[src/hdl/lsf_pkg.sv]
// ----------------------------------------------------------------------------
// lsf_pkg
// Shared types and constants for the level spike filter and phase step.
// ----------------------------------------------------------------------------
package lsf_pkg;

    localparam int DIST_W  = 15;
    localparam int PHASE_W = 3;
    localparam int LEVEL_W = 15;
    localparam int CFG_IDX_W = 2;
    // signed width for zero_level - 10 * level
    localparam int THR_W   = 21;

    typedef enum logic [PHASE_W-1:0] {
        PH_ZONE     = 3'd0,
        PH_CIRC     = 3'd1,
        PH_CIRC_OFF = 3'd2,
        PH_AIR      = 3'd3,
        PH_AIR_OFF  = 3'd4,
        PH_SETDOWN  = 3'd5
    } t_phase;

    typedef enum logic [CFG_IDX_W-1:0] {
        REG_SPIKE_LIMIT       = 2'd0,
        REG_ZERO_LEVEL        = 2'd1,
        REG_OXYGEN_LEVEL      = 2'd2,
        REG_CIRCULATION_LEVEL = 2'd3
    } t_reg_idx;

    localparam logic [LEVEL_W-1:0] SPIKE_LIMIT_RST = 15'd20;

    typedef struct packed {
        logic [LEVEL_W-1:0] spike_limit;
        logic [LEVEL_W-1:0] zero_level;
        logic [LEVEL_W-1:0] oxygen_level;
        logic [LEVEL_W-1:0] circulation_level;
    } t_cfg;

endpackage

[src/hdl/lsf_cfg.sv]
// ----------------------------------------------------------------------------
// lsf_cfg
// Configuration register file, written through a plain write port.
// ----------------------------------------------------------------------------
module lsf_cfg
    import lsf_pkg::*;
(
    input  logic                 i_clk,
    input  logic                 i_rst_n,
    input  logic                 i_cfg_we,
    input  logic [CFG_IDX_W-1:0] i_cfg_idx,
    input  logic [LEVEL_W-1:0]   i_cfg_data,
    output t_cfg                 o_cfg
);

    t_cfg r_cfg;

    always_ff @(posedge i_clk) begin
        if (!i_rst_n) begin
            r_cfg.spike_limit       <= SPIKE_LIMIT_RST;
            r_cfg.zero_level        <= '0;
            r_cfg.oxygen_level      <= '0;
            r_cfg.circulation_level <= '0;
        end else if (i_cfg_we) begin
            case (t_reg_idx'(i_cfg_idx))
                REG_SPIKE_LIMIT:       r_cfg.spike_limit       <= i_cfg_data;
                REG_ZERO_LEVEL:        r_cfg.zero_level        <= i_cfg_data;
                REG_OXYGEN_LEVEL:      r_cfg.oxygen_level      <= i_cfg_data;
                REG_CIRCULATION_LEVEL: r_cfg.circulation_level <= i_cfg_data;
                default: ;
            endcase
        end
    end

    assign o_cfg = r_cfg;

endmodule

[src/hdl/lsf_filter.sv]
// ----------------------------------------------------------------------------
// lsf_filter
// Spike filter: reference distance and reject counter, updated per request.
// ----------------------------------------------------------------------------
module lsf_filter
    import lsf_pkg::*;
#(
    parameter int MAX_REJECTS = 4
)
(
    input  logic               i_clk,
    input  logic               i_rst_n,
    input  logic               i_update,
    input  logic [DIST_W-1:0]  i_distance,
    input  logic [LEVEL_W-1:0] i_spike_limit,
    output logic               o_accepted
);

    localparam int CNT_W = $clog2(MAX_REJECTS + 1);
    localparam logic [CNT_W-1:0] CNT_MAX = CNT_W'(MAX_REJECTS);

    logic [DIST_W-1:0] r_ref;
    logic [DIST_W-1:0] n_ref;
    logic [CNT_W-1:0]  r_cnt;
    logic [CNT_W-1:0]  n_cnt;
    logic [DIST_W-1:0] eff_ref;
    logic [DIST_W:0]   diff;
    logic [DIST_W-1:0] abs_diff;
    logic              spike;
    logic              reject;

    // zero reference means unset: the reading loads it
    assign eff_ref  = (r_ref == '0) ? i_distance : r_ref;
    assign diff     = {1'b0, i_distance} - {1'b0, eff_ref};
    assign abs_diff = diff[DIST_W] ? DIST_W'(-diff) : diff[DIST_W-1:0];
    assign spike    = abs_diff > i_spike_limit;
    // a spike on a full counter is forced in
    assign reject   = spike && (r_cnt != CNT_MAX);
    assign o_accepted = !reject;

    always_comb begin
        n_ref = r_ref;
        n_cnt = r_cnt;
        if (i_update) begin
            if (reject) begin
                n_cnt = r_cnt + CNT_W'(1);
                n_ref = eff_ref;
            end else begin
                n_cnt = '0;
                n_ref = i_distance;
            end
        end
    end

    always_ff @(posedge i_clk) begin
        if (!i_rst_n) begin
            r_ref <= '0;
            r_cnt <= '0;
        end else begin
            r_ref <= n_ref;
            r_cnt <= n_cnt;
        end
    end

endmodule

[src/hdl/lsf_phase.sv]
// ----------------------------------------------------------------------------
// lsf_phase
// Phase step: compares the distance with the tank threshold for the phase.
// ----------------------------------------------------------------------------
module lsf_phase
    import lsf_pkg::*;
(
    input  logic [DIST_W-1:0]  i_distance,
    input  logic [PHASE_W-1:0] i_phase,
    input  logic               i_accepted,
    input  t_cfg               i_cfg,
    output logic [PHASE_W-1:0] o_next_phase
);

    logic [LEVEL_W-1:0]      level;
    logic signed [THR_W-1:0] thr;
    logic signed [THR_W-1:0] dist_s;
    logic                    below;

    always_comb begin
        case (i_phase) inside
            PH_CIRC, PH_CIRC_OFF: level = i_cfg.circulation_level;
            default:              level = i_cfg.oxygen_level;
        endcase
    end

    // zero_level - 10 * level, as (level << 3) + (level << 1)
    assign thr = $signed(THR_W'(i_cfg.zero_level))
               - $signed(THR_W'(level) << 3)
               - $signed(THR_W'(level) << 1);
    assign dist_s = $signed(THR_W'(i_distance));
    assign below  = dist_s < thr;

    always_comb begin
        o_next_phase = i_phase;
        if (i_accepted) begin
            case (i_phase) inside
                PH_ZONE:              o_next_phase = below ? PH_SETDOWN : PH_CIRC;
                PH_CIRC, PH_CIRC_OFF: if (below) o_next_phase = PH_AIR;
                PH_AIR, PH_AIR_OFF:   if (below) o_next_phase = PH_SETDOWN;
                default:              o_next_phase = i_phase;
            endcase
        end
    end

endmodule

[src/hdl/level_spike_filter_phase_step.sv]
// ----------------------------------------------------------------------------
// level_spike_filter_phase_step
// Spike-filtered ultrasonic level reading and plant phase step.
// ----------------------------------------------------------------------------
// One request is taken per clock while the input is not stalled. A request
// passes through the input register, then the result register, from which its
// result is offered. Throughput is one request per cycle while the result
// side does not stall. The reference distance and
// reject counter are updated as a request moves from the input register to
// the result register, which is the one place the filter state is read and
// written, so back-to-back requests see each other's updates in order.
// Configuration registers should only be written while no request is in
// flight.
module level_spike_filter_phase_step
    import lsf_pkg::*;
#(
    parameter int MAX_REJECTS = 4
)
(
    input  logic                 i_clk,
    input  logic                 i_rst_n,
    input  logic                 i_cfg_we,
    input  logic [CFG_IDX_W-1:0] i_cfg_idx,
    input  logic [LEVEL_W-1:0]   i_cfg_data,
    input  logic                 i_in_valid,
    output logic                 o_in_stall,
    input  logic [DIST_W-1:0]    i_distance,
    input  logic [PHASE_W-1:0]   i_current_phase,
    output logic                 o_out_valid,
    input  logic                 i_out_stall,
    output logic [PHASE_W-1:0]   o_next_phase,
    output logic                 o_accepted
);

    t_cfg               cfg;
    logic               r_s1_valid;
    logic [DIST_W-1:0]  r_s1_dist;
    logic [PHASE_W-1:0] r_s1_phase;
    logic               r_out_valid;
    logic [PHASE_W-1:0] r_out_phase;
    logic               r_out_acc;
    logic               out_free;
    logic               move;
    logic               in_take;
    logic               flt_acc;
    logic [PHASE_W-1:0] nxt_phase;

    assign out_free   = !r_out_valid || !i_out_stall;
    assign move       = r_s1_valid && out_free;
    assign o_in_stall = r_s1_valid && !out_free;
    assign in_take    = i_in_valid && !o_in_stall;

    lsf_cfg u_cfg (
        .i_clk      (i_clk),
        .i_rst_n    (i_rst_n),
        .i_cfg_we   (i_cfg_we),
        .i_cfg_idx  (i_cfg_idx),
        .i_cfg_data (i_cfg_data),
        .o_cfg      (cfg)
    );

    lsf_filter #(
        .MAX_REJECTS (MAX_REJECTS)
    ) u_filter (
        .i_clk         (i_clk),
        .i_rst_n       (i_rst_n),
        .i_update      (move),
        .i_distance    (r_s1_dist),
        .i_spike_limit (cfg.spike_limit),
        .o_accepted    (flt_acc)
    );

    lsf_phase u_phase (
        .i_distance   (r_s1_dist),
        .i_phase      (r_s1_phase),
        .i_accepted   (flt_acc),
        .i_cfg        (cfg),
        .o_next_phase (nxt_phase)
    );

    always_ff @(posedge i_clk) begin
        if (!i_rst_n) begin
            r_s1_valid  <= 1'b0;
            r_out_valid <= 1'b0;
        end else begin
            if (in_take) begin
                r_s1_valid <= 1'b1;
            end else if (move) begin
                r_s1_valid <= 1'b0;
            end
            if (move) begin
                r_out_valid <= 1'b1;
            end else if (!i_out_stall) begin
                r_out_valid <= 1'b0;
            end
        end
    end

    always_ff @(posedge i_clk) begin
        if (in_take) begin
            r_s1_dist  <= i_distance;
            r_s1_phase <= i_current_phase;
        end
        if (move) begin
            r_out_phase <= nxt_phase;
            r_out_acc   <= flt_acc;
        end
    end

    assign o_out_valid  = r_out_valid;
    assign o_next_phase = r_out_phase;
    assign o_accepted   = r_out_acc;

endmodule

[config.mk]
export PLATFORM = sky130hd
export DESIGN_NAME = level_spike_filter_phase_step
export DESIGN_NICKNAME = d
export VERILOG_FILES = /design/src/hdl/lsf_pkg.sv /design/src/hdl/lsf_cfg.sv /design/src/hdl/lsf_filter.sv /design/src/hdl/lsf_phase.sv /design/src/hdl/level_spike_filter_phase_step.sv
export SDC_FILE = /design/constraint.sdc
export NUM_CORES = 1
export LEC_CHECK = 0
export ABC_AREA = 1
export BUFFER_PORTS_ARGS = -buffer_cell sky130_fd_sc_hd__buf_2
export CAP_MARGIN = 0
export CORE_ASPECT_RATIO = 1.75
export CORE_MARGIN = 1
export CORE_UTILIZATION = 63
export CTS_CLUSTER_SIZE = 10
export DETAILED_ROUTE_END_ITERATION = 7
export HOLD_SLACK_MARGIN = 0.06
export PLACE_DENSITY = 0.82
export REMOVE_ABC_BUFFERS = 1
export SYNTH_ARGS = -nofsm -noshare
export SYNTH_HDL_FRONTEND = slang
export SYNTH_HIERARCHICAL = 1
export SYNTH_SLANG_ARGS = --single-unit
[constraint.sdc]
create_clock -name i_clk -period 6 [get_ports i_clk]
set_clock_uncertainty 0.15 [all_clocks]
set_input_delay 0.3 -clock i_clk [delete_from_list [all_inputs] [get_ports i_clk]]
set_output_delay 0.3 -clock i_clk [all_outputs]
set_load 0.02 [all_outputs]
======== Word level (Yosys, flattened, before mapping) ========
Cells that the tools add are included.
storage, ports and cells
  bits in registers ....................... 102
  latch bits .............................. 0
  bits in writable memories ............... 0
  ROM bits ................................ 0
  output and inout bits ................... 6
  memories ................................ 0
cells by class
  add/subtract/negate cells ............... 5
  multipliers ............................. 0
  div/mod/pow operators ................... 0
  $lt $le $gt $ge ......................... 2
  equality and inequality tests ........... 9
  shift-type cells ........................ 0
  muxes and demuxes ....................... 16
  bitwise logic cells ..................... 0
  reduce and logical (&&, ||, !) cells .... 20
operators with widths
  cell                                            number
  two-way mux 15 bit                              4
  two-way mux 3 bit                               8
  < comparator 16 x 21 -> 1 bit                   1
  subtractor 21 x 17 -> 21 bit                    1
  subtractor 15 x 18 -> 19 bit                    1
  subtractor 15 x 15 -> 16 bit                    1
  greater-than comparator 15 bit                  1
  logical NOT 15 bit                              1
  negator 15 bit                                  1
  AND reduction 2 bit                             4
  == test 3 x 2 -> 1 bit (second input constant)  2
  logical NOT 1 bit                               5
  == test 2 bit (second input constant)           2
  logical AND 1 bit                               4
  two-way mux 1 bit                               4
  OR reduction 2 bit                              2
  adder 3 x 1 -> 3 bit (second input constant)    1
  == test 3 x 1 -> 1 bit (second input constant)  1
  == test 3 bit (second input constant)           1
  logical NOT 3 bit                               1
  != test 3 bit (second input constant)           1
  == test 2 x 1 -> 1 bit (second input constant)  1
  logical NOT 2 bit                               1
  != test 2 x 1 -> 1 bit (second input constant)  1
  other kinds (2)                                 2

======== Depth between registers and ports, before layout ========
  depth after elaboration ................. 11
  depth in mapped cells ................... 39
  mapped depth without buffers ............ 38

======== Hierarchy ========
Netlist, hierarchy kept.
by module, submodules not included
  module                         times used  cells each  area an instance (um2)
  lsf_filter                     1           491         2,882.8
  lsf_cfg                        1           385         2,494.9
  lsf_phase                      1           359         2,193.4
  level_spike_filter_phase_step  1           35          755.7

======== Worst setup path after synthesis ========
Ideal clock, no wire load.
  path kind ............................... reg2reg
  start point ............................. register r_s1_phase[1]
  end point ............................... register r_out_phase[0], in the netlist o_next_phase[0] (data pin)
  setup time .............................. 0.253 ns
  arrival time ............................ 4.345 ns
  required time ........................... 5.597 ns
  setup slack ............................. 1.252 ns
  stages on the path, launching flop included .. 36
  path buffers ............................ 2
  cells stage by stage .................... edfxtp_1 inv_2 nand2_4 nand3_4 buf_12 buf_6 mux2i_1 ha_1 nand3_1 nor2_1 nor2_1 nand2_2 nand2_1 nand3_1 xor2_1 ha_1 a21oi_1 o21ai_0 a21oi_1 xor2_1 ha_1 nand4_1 inv_1 nand4_1 o211ai_1 nand3_1 nand2_1 nand2_1 nand2_1 nand3_1 nor2_1 nand3_2 nand2_2 o21ai_1 nand2_1 nand2_1
on the way
  longest elaborated chain between the ends .. 11
  elaborated cells on any way between the ends .. 17
  those cells by class .................... add/sub: 2; order compare: 1; eq/ne: 4; mux: 7; reduce/logical: 3
ends and longest elaborated chain
  what                                                                        RTL line                              text
  from (decl)                                                                 level_spike_filter_phase_step.sv:38   logic [PHASE_W-1:0] r_s1_phase;
  from (signal assigned)                                                      level_spike_filter_phase_step.sv:102  r_s1_phase <= i_current_phase;
  == test 3 x 2 -> 1 bit (no line) or == test 3 x 1 -> 1 bit (tied branches)  -
  OR reduction 2 bit                                                          lsf_phase.sv:21, lsf_phase.sv:37
  two-way mux 15 bit                                                          lsf_phase.sv:21                       case (i_phase) inside
  subtractor 15 x 18 -> 19 bit                                                lsf_phase.sv:29                       - $signed(THR_W'(level) << 3)
  subtractor 21 x 17 -> 21 bit                                                lsf_phase.sv:30                       - $signed(THR_W'(level) << 1);
  < comparator 16 x 21 -> 1 bit                                               lsf_phase.sv:32                       assign below = dist_s < thr;
  two-way mux 3 bit                                                           lsf_phase.sv:40                       PH_AIR, PH_AIR_OFF: if (below) o_next_phase = PH_SETDOWN;
  two-way mux 3 bit (2 in series)                                             lsf_phase.sv:37                       case (i_phase) inside
  two-way mux 3 bit *                                                         lsf_phase.sv:37
  two-way mux 3 bit *                                                         lsf_phase.sv:36                       if (i_accepted) begin
  named net nxt_phase[0]                                                      level_spike_filter_phase_step.sv:46   logic [PHASE_W-1:0] nxt_phase;
  to (signal assigned)                                                        level_spike_filter_phase_step.sv:105  r_out_phase <= nxt_phase;
  to (decl)                                                                   level_spike_filter_phase_step.sv:40   logic [PHASE_W-1:0] r_out_phase;
The timed path passes the listed nets; every way through them passes the cells marked *.
A chain may end at the register's enable or synchronous reset.

======== Worst setup path in the final report ========
  start point ............................. register r_s1_phase[2]
  end point ............................... register r_out_phase[0], in the netlist o_next_phase[0] (data pin)
The elaborated chain is that of the path after synthesis.

==> flow_summary.ini <==
[route]
postRouteAntennaNets = 0
drt_iter0_markers = 427
drc = 0
num_vias = 8142
vias_per_cell = 5.453
avgRoutedWirePerCell_um = 14.89
wl_um = 22230
firstDrtPassIters = 5

[timing]
fin_crit_ns = 5.406
whs_ns = 0.07369
period_share = 0.9010
finalSetupViolations = 0
final.setup.tns_ns = 0
maxClockFrequency_mhz = 185.0
finalHoldViolations = 0
grt_setup_unrepaired = no
drv_slew = 0
worstMarginPinSlew_ns = 1.176
max-slew-margin-rel = 0.2137

[synthesis]
synth_top_area_cell = dfxtp_1
synth-edff-count = 22
netlist_area_um2 = 8327
synth_cells = 1270
yosysWarningCount = 6
synth-main-ff-cell = dfxtp_1
avgSynthCellArea_um2 = 6.556
async_flop_share = 0
synth.area.top_cells = dfxtp_1 (19%), nand2_1 (15%), ha_1 (9.8%)
ys_ff_latch = 102
synth.top_cell.area_share = 0.1923
synthDistinctLibCells = 51
synth-seq-area-share = 0.2717

[global_routing]
track_usage = 0.3419
grt_pass1_vias = 7688
grt_pass1_wl_um = 35810
grt_start_max_net_pins = 43
antenna_found_initial = 0
grt_overflow = 0

[floorplan]
die_x_um = 88.91
initial_core_util = 0.6436
core_um2 = 12940
pin_count = 46
die_area_um2 = 13700
die_y_um = 154.1
rows = 55

[worst_setup_path]
cp_common_cell = nand2_1
slowest_delay_ns = 0.42
crit_fanout = 21
start_kind = flip-flop
cp-end-kind = flip-flop
worst_ep_arrival_time_ns = 5.38
cp_slowest_cell = edfxtp_1
r2r_slack_ns = 0.59
cp_num_buf_inv = 7
r2r_start = r_s1_phase[2]
path_class = reg2reg
crit-reg2reg-capture = o_next_phase[0]
required_ns = 5.97
cp_top_family = simple AND/OR/NAND/NOR gates
worstRegToRegCells = 37

[worst_hold_path]
whs_path_depth = 3
worst_hold_path.endpoint = u_cfg/o_cfg[40]
hold_class = in2reg
min-delay-start = i_cfg_data[10]

[place]
numPortBuffers = 45
dp_hpwl_um = 17280
place_area_um2 = 8610
globalplace.congestion = 0.9520

[layout]
nets = 1422
syn_to_final_growth_pct = 9.181
final_area_um2 = 9091
num_antenna_cells = 0
n_fill_cell = 1182
multi_input_area_um2 = 5131
drive_gt1_frac = 0.1157
ff_latch_area_um2 = 2262

[clock_network]
clock-sinks = 102
clk_pin_slew_ns = 0.08
cts_buffers = 9
cts_resized = 0
cts_root_buf = clkbuf_16
cts_tree = built
clk_latency_ns = 0.36
cts_hold_buf = 19
clockBufferDepth = 2
htreeDepth = 3
post_cts_buffers = 0

[outcome]
status = finished clean

[job]
drv_cap = 0
==> how the worst max path moves through the flow <==
| stage | startpoint | to | slack (ns) | depth (start not counted) |
|---|---|---|---|---|
| 2_1_floorplan | r_s1_phase[2] | o_next_phase[0] | 1.29 | 32 |
| 3_3_place_gp | r_s1_phase[2] | o_next_phase[0] | 0.82 | 32 |
| 3_5_place_dp | r_s1_phase[2] | o_next_phase[0] | 0.70 | 37 |
| 4_1_cts | r_s1_phase[2] | o_next_phase[0] | 0.68 | 37 |
| 5_1_grt | r_s1_phase[2] | o_next_phase[0] | 0.10 | 34 |
| 6_report | r_s1_phase[2] | o_next_phase[0] | 0.59 | 37 |
==> layer usage <==
layer	vias up	global-route usage	part of all wire
li1	4132	-	-
met1	3680	0.3482	0.37
met2	236	0.6117	0.52
met3	94	0.05582	0.042
met4	0	0.2373	0.070
met5	-	0	0
==> synthesized netlist by cell type, drive strengths merged (2+ instances only) <==
| cell | instances |
|---|---|
| a21boi | 2 |
| nand3 | 97 |
| a31oi | 9 |
| mux2i | 7 |
| buf | 26 |
| inv | 196 |
| ha | 65 |
| a21oi | 88 |
| nor2 | 170 |
| nand4 | 22 |
| o21a | 2 |
| nand2 | 373 |
| o21bai | 3 |
| o211ai | 4 |
| dfxtp | 80 |
| o21ai | 38 |
| clkbuf | 7 |
| nor3 | 5 |
| nand3b | 2 |
| a32oi | 2 |
| xnor2 | 16 |
| edfxtp | 22 |
| or2 | 5 |
| xor2 | 18 |
| a21o | 3 |
==> cells by family after synthesis <==
| kind of cell | synth area share |
|---|---|
| fa+ha+maj | 0.09767 |
| flops | 0.2717 |
| buf+inv | 0.1128 |
| simple gates | 0.3647 |
| mux | 0.008415 |
| compound gates | 0.1080 |
| xor+xnor | 0.03666 |
==> worst min-delay path, delay by kind of cell <==
kind / cells / cell delay, ns
buffers and inverters: 1 / 0.11
AND/OR/NAND/NOR: 2 / 0.13
==> state kept, by name (all words and copies together), names as in the netlist <==
signal,count
r_s1_dist,15
r_s1_phase,3
o_accepted,1
o_next_phase,3
u_filter/r_ref,15
o_out_valid,1
r_s1_valid,1
u_filter/r_cnt,3
u_cfg/o_cfg,60
==> per-stage QoR <==
step / utilization / setup WS (ns) / cells
after floorplan: - / 1.291 / 1237
after global placement: 0.6655 / 0.8192 / 1458
after detailed placement: 0.6655 / 0.7022 / 1458
after CTS: 0.7027 / 0.6789 / 1493
after global routing: 0.7027 / 0.1034 / 1493
final: 0.7027 / 0.5938 / 1493
==> final cells by class <==
class	instances	share of cell area
clock inverters	7	0.007294
clock buffers	9	0.02477
flip-flops and latches	102	0.2488
multi-input cells	938	0.5644
inverters	197	0.08134
well taps	171	0.02353
repair buffers	69	0.04982
==> cells in the final DEF (no fill, tap or decap), drive strengths merged, types with 3 or more instances in the layout <==
cell / n
buf: 50
clkbuf: 9
mux2i: 7
ha: 65
dfxtp: 80
nand4: 22
nand2: 373
a21oi: 88
edfxtp: 22
xnor2: 16
o21ai: 38
xor2: 18
dlygate4sd3: 19
nor3: 5
nand3: 97
or2: 5
o21bai: 3
a21o: 3
clkinv: 4
a31oi: 9
o211ai: 4
nor2: 170
inv: 199
Power is left out: the tool's default activity adds up to more than one toggle a clock period on the data nets, which glitch-free logic cannot reach.
